==> config.mk <==
export PLATFORM = sky130hd
export DESIGN_NAME = rvex_regfile
export DESIGN_NICKNAME = d
export VERILOG_FILES = /design/src/design/rvex_regfile.sv
export SDC_FILE = /design/constraint.sdc
export NUM_CORES = 1
export LEC_CHECK = 0
export BUFFER_PORTS_ARGS = -buffer_cell sky130_fd_sc_hd__buf_2
export CAP_MARGIN = 10
export CELL_PAD_IN_SITES_DETAIL_PLACEMENT = 1
export CELL_PAD_IN_SITES_GLOBAL_PLACEMENT = 1
export CORE_MARGIN = 5
export CORE_UTILIZATION = 40
export DETAILED_ROUTE_END_ITERATION = 10
export GPL_TIMING_DRIVEN = 0
export PLACE_DENSITY_LB_ADDON = 0.1
export SLEW_MARGIN = 20
export SYNTH_ARGS = -nofsm -noshare
export SYNTH_HDL_FRONTEND = slang
export SYNTH_SLANG_ARGS = --single-unit
==> constraint.sdc <==
create_clock -name clk_i -period 4.7 [get_ports clk_i]
set_input_delay 0.47 -clock clk_i [delete_from_list [all_inputs] [get_ports clk_i]]
set_output_delay 0.47 -clock clk_i [all_outputs]
set_load 0.01 [all_outputs]
==> src/design/rvex_regfile.sv <==
// ----------------------------------------------------------------------------
// rvex_regfile
// 32 x 32 register file, two registered read ports, one write port.
// ----------------------------------------------------------------------------
`default_nettype none

module rvex_regfile (
  input  logic        clk_i,
  input  logic        rst_ni,
  input  logic        rd_en_i,
  input  logic [4:0]  rd_addr1_i,
  input  logic [4:0]  rd_addr2_i,
  output logic [31:0] rd_data1_o,
  output logic [31:0] rd_data2_o,
  input  logic        wr_en_i,
  input  logic [4:0]  wr_addr_i,
  input  logic [31:0] wr_data_i
);
  logic [31:0] mem [32];
  logic [31:0] valid_q;
  logic [31:0] rd_data1_q;
  logic [31:0] rd_data2_q;
  logic        wr_live;

  assign wr_live = wr_en_i && (wr_addr_i != 5'd0);

  // valid bits: an unwritten entry reads as zero
  always_ff @(posedge clk_i or negedge rst_ni) begin
    if (!rst_ni) begin
      valid_q <= '0;
    end else if (wr_live) begin
      valid_q[wr_addr_i] <= 1'b1;
    end
  end

  // storage
  always_ff @(posedge clk_i) begin
    if (wr_live) begin
      mem[wr_addr_i] <= wr_data_i;
    end
  end

  // reads with bypass of a same-edge write
  always_ff @(posedge clk_i) begin
    if (rd_en_i) begin
      if (rd_addr1_i == 5'd0) begin
        rd_data1_q <= '0;
      end else if (wr_live && wr_addr_i == rd_addr1_i) begin
        rd_data1_q <= wr_data_i;
      end else begin
        rd_data1_q <= valid_q[rd_addr1_i] ? mem[rd_addr1_i] : '0;
      end
      if (rd_addr2_i == 5'd0) begin
        rd_data2_q <= '0;
      end else if (wr_live && wr_addr_i == rd_addr2_i) begin
        rd_data2_q <= wr_data_i;
      end else begin
        rd_data2_q <= valid_q[rd_addr2_i] ? mem[rd_addr2_i] : '0;
      end
    end
  end

  assign rd_data1_o = rd_data1_q;
  assign rd_data2_o = rd_data2_q;

endmodule

`default_nettype wire

==> metrics.log <==
[metrics] result of the run: finished clean
[metrics] clock-pin transition on the worst setup and hold timing paths: 0.06 ns
[metrics] total wire length: 205 mm
[metrics] residual DRC count: 0
[metrics] minimum period implied by the final worst setup slack: 3.72 ns
[metrics] number of H-tree branching levels: 4
[metrics] predominant post-synthesis flop cell: sky130_fd_sc_hd__edfxtp_1
[metrics] asr flop ratio synth: 2.86%
[metrics] count of endpoints failing setup in the final report: 0
[metrics] clk sinks: 1,120
[metrics] final weighted congestion in routability-driven placement: 0.897
[metrics] library cell occupying the most area in the post-synthesis netlist: sky130_fd_sc_hd__edfxtp_1
[metrics] leading cell type in the layout, fill and taps excluded: sky130_fd_sc_hd__edfxtp_1
[metrics] DIE WIDTH: 369 µm
[metrics] vias in the first global route: 32.0k
[metrics] number of DRC markers in iteration 0: 4,102
[metrics] startpoint of the most critical register-to-register path: valid_q[15]$_DFFE_PN0P_
[metrics] Port-buffer cells: 106
[metrics] clock tree from TritonCTS: yes
[metrics] number of instances in the synthesized netlist: 2,579
[metrics] pre-CTS setup slack: 0.366 ns
[metrics] maximum clock path buffer count: 3
[metrics] max capacitance violation total: 0
[metrics] instance count after placement with tap cells included: 4,449
[metrics] GRT Util Overall: 29.9%
[metrics] number of synthesized flops with an enable pin: 1,088
[metrics] HPWL Detailed: 144 mm
[metrics] unique cell type count in the Yosys netlist: 48
[metrics] Power per Cell Area: 395 mW/mm²
[metrics] proportion of netlist area held by the largest area contributor: 63.5%
[metrics] layout overhead on the synthesized area: 16.9%
[metrics] count of synthesis-stage warnings from yosys: 0
[metrics] final standard cell count with taps included and fillers excluded: 4,690
[metrics] share of final-layout standard cells stronger than drive strength 1: 36.8%
[metrics] peak supply drop: 0.000385 V
[metrics] type of the tightest min-delay check: in2reg
[metrics] GRT Residual Overflow: 0
[metrics] cell area after technology mapping: 0.0514 mm²
[metrics] share of the yosys chip area belonging to registers: 65.1%
[metrics] critical path peak fanout: 10
[metrics] Top delay family on crit path: simple AND/OR/NAND/NOR gates
[metrics] r2r setup slk: 1.38 ns
[metrics] first-pass GRT wire length: 275 mm
[metrics] Final nets: 2,974
[metrics] RSZ-0062 raised after global routing: no
[metrics] sum of internal, switching and leakage power: 23.7 mW
[metrics] final-report hold violation count: 0
[metrics] antenna-violating nets left: 0
[metrics] fin crit share: 79.2%
[metrics] Root Driver: sky130_fd_sc_hd__clkbuf_16
[metrics] transition time of the tightest slew-check pin: 1.23 ns
[metrics] initial antenna violation count: 16
[metrics] pin count of the biggest net entering global routing: 38
[metrics] critical path, cell by cell: buf_4, or3_1, o31ai_4, nor4_4, nor2_1, a21oi_1, clkbuf_1, o21ai_0
[metrics] mean post-synth cell area: 19.9 µm²
[metrics] height of the die: 369 µm
[metrics] final cell utilization of the core: 47.1%
[metrics] worst setup path category: in2reg
[metrics] endpoint arrival time on the critical path: 4.11 ns
[metrics] hold-critical path endpoint: rd_data2_o[9]$_SDFFCE_PN0P_
[metrics] starting utilization of the core area: 40.3%
[metrics] crit start category: input pin
[metrics] crit end category: flop
[metrics] WHS: 0.176 ns
[metrics] Cell Rows: 131
[metrics] Seq cells post-synth: 1,120
[metrics] Worst Reg-to-Reg Cells: 7
[metrics] terminus of the critical flop-to-flop path: rd_data1_o[19]$_SDFFCE_PN0P_
[metrics] clock insertion delay at the later pin of the skew report: 0.78 ns
[metrics] boundary pin count: 115
[metrics] detailed-router iteration count before antenna repair: 6
[metrics] Worst path slowest cell: sky130_fd_sc_hd__clkbuf_1
[metrics] largest clock skew in the final design: 0.0246 ns
[metrics] number of cells upsized or downsized after cts: 0
[metrics] cell types occupying the most area after synthesis: sky130_fd_sc_hd__edfxtp_1 64%, sky130_fd_sc_hd__mux4_2 21%, sky130_fd_sc_hd__mux2i_1 4.0%, sky130_fd_sc_hd__dfrtp_1 1.6%, sky130_fd_sc_hd__mux2_2 0.83%
[metrics] delay of the slowest critical-path stage: 0.93 ns
[metrics] Core Box Area: 0.128 mm²
[metrics] worst-case setup margin in the final layout: 0.978 ns
[metrics] average vias per placed instance: 6.63
[metrics] commonest non-fill, non-tap cells in the layout: 1,088 x sky130_fd_sc_hd__edfxtp_1, 490 x sky130_fd_sc_hd__mux4_2, 207 x sky130_fd_sc_hd__mux2i_1
[metrics] achievable clock frequency: 269 MHz
[metrics] relative slew slack: 17.9%
[metrics] critical path data required time: 5.09 ns
[metrics] via count: 31.1k
[metrics] routed wire length per instance: 43.7 µm
[metrics] worst hold path startpoint: rd_en_i
[metrics] clock buffers created by TritonCTS: 132
[metrics] final max-slew violation count: 0
[metrics] worst hold path stage count: 1
[metrics] leakage power: 19.6 nW
[metrics] Die Area: 0.136 mm²
[metrics] CP bufs+invs: 2
## cells by family after synthesis
kind of cell	after synthesis	synth area share, %
other	1	0.00729
XOR/XNOR	10	0.170
flip-flops	1120	65.1
AO/OA/AOI/OAI	307	4.24
multiplexers	737	26.4
buffers and inverters	208	2.19
AND/OR/NAND/NOR	196	1.85
## registers in the layout, summed over array words and instances, names as in the netlist
| register | count |
|---|---|
| mem | 1024 |
| valid_q | 32 |
| rd_data1_o | 32 |
| rd_data2_o | 32 |
## stage by stage
step           cell area [µm²]  setup TNS [ns]
2_1_floorplan            51500               0
3_3_place_gp             54100        -1078.99
3_5_place_dp             56000               0
4_1_cts                  60100               0
5_1_grt                  60100               0
6_report                 60100               0
## synth_stat cells, types with 2 or more instances
| library cell | number |
|---|---|
| sky130_fd_sc_hd__o21ai_1 | 7 |
| sky130_fd_sc_hd__a22oi_1 | 22 |
| sky130_fd_sc_hd__a2111oi_0 | 4 |
| sky130_fd_sc_hd__clkbuf_1 | 88 |
| sky130_fd_sc_hd__nor2b_1 | 10 |
| sky130_fd_sc_hd__mux4_2 | 490 |
| sky130_fd_sc_hd__buf_6 | 12 |
| sky130_fd_sc_hd__a32o_1 | 13 |
| sky130_fd_sc_hd__a22o_1 | 19 |
| sky130_fd_sc_hd__a21oi_1 | 64 |
| sky130_fd_sc_hd__nand2_1 | 85 |
| sky130_fd_sc_hd__dfrtp_1 | 32 |
| sky130_fd_sc_hd__a221oi_1 | 20 |
| sky130_fd_sc_hd__nor2_1 | 35 |
| sky130_fd_sc_hd__a221oi_2 | 6 |
| sky130_fd_sc_hd__and2_1 | 2 |
| sky130_fd_sc_hd__or3_1 | 3 |
| sky130_fd_sc_hd__buf_4 | 44 |
| sky130_fd_sc_hd__nand2b_1 | 2 |
| sky130_fd_sc_hd__xnor2_1 | 6 |
| sky130_fd_sc_hd__buf_1 | 15 |
| sky130_fd_sc_hd__buf_12 | 2 |
| sky130_fd_sc_hd__xor2_1 | 4 |
| sky130_fd_sc_hd__nand3_1 | 12 |
| sky130_fd_sc_hd__or3b_2 | 2 |
| sky130_fd_sc_hd__mux2_2 | 38 |
| sky130_fd_sc_hd__o21ai_0 | 31 |
| sky130_fd_sc_hd__a211oi_1 | 26 |
| sky130_fd_sc_hd__nand4b_1 | 2 |
| sky130_fd_sc_hd__o2111ai_1 | 6 |
| sky130_fd_sc_hd__edfxtp_1 | 1088 |
| sky130_fd_sc_hd__nand3b_1 | 5 |
| sky130_fd_sc_hd__o221ai_1 | 27 |
| sky130_fd_sc_hd__o22ai_1 | 59 |
| sky130_fd_sc_hd__mux4_1 | 2 |
| sky130_fd_sc_hd__mux2i_1 | 207 |
| sky130_fd_sc_hd__or2_2 | 32 |
| sky130_fd_sc_hd__buf_2 | 47 |
## cell type report
| cell class | instances | area [µm²] |
|---|---|---|
| clock buffer | 168 | 3490 |
| buffer | 208 | 1190 |
| tap | 1662 | 2080 |
| timing repair buffer | 179 | 2100 |
| multi-input combinational | 1282 | 17200 |
| antenna | 5 | 12.5 |
| fill | 11643 | 67600 |
| clock inverter | 66 | 586 |
| sequential | 1120 | 33500 |
## worst max-delay path by stage
stage | depth (start not counted) | from | slack [ns] | endpoint
after floorplan | 6 | wr_addr_i[2] | 1.52 | mem[12][0]$_DFFE_PP_
after global routing | 8 | wr_addr_i[4] | 1.11 | rd_data1_o[22]$_SDFFCE_PN0P_
after CTS | 8 | wr_addr_i[4] | 1.20 | rd_data1_o[22]$_SDFFCE_PN0P_
after detailed placement | 8 | wr_addr_i[2] | 0.37 | rd_data1_o[22]$_SDFFCE_PN0P_
final | 8 | wr_addr_i[4] | 0.98 | rd_data1_o[19]$_SDFFCE_PN0P_
after global placement | 7 | wr_addr_i[3] | -1.68 | valid_q[24]$_DFFE_PN0P_
## power breakdown
part	internal, mW	switching (mW)	leakage (nW)
logic	0.919	1.57	7.38
clock network	5.69	4.18	1.99
registers	11.2	0.120	10.3
## timing repair
| item | CTS | global route |
|---|---|---|
| setup buffers | 0 | 0 |
| endpoints found under the hold margin | 32 | 0 |
| hold buffers | 1 | 0 |
## metal layers
layer  routed length, µm  track usage, %
met5                  13               0
met4                9180            12.0
met3               17000            5.79
met2              101000            50.3
met1               77700            38.6
No activity file was read; power rests on OpenSTA's default activity.
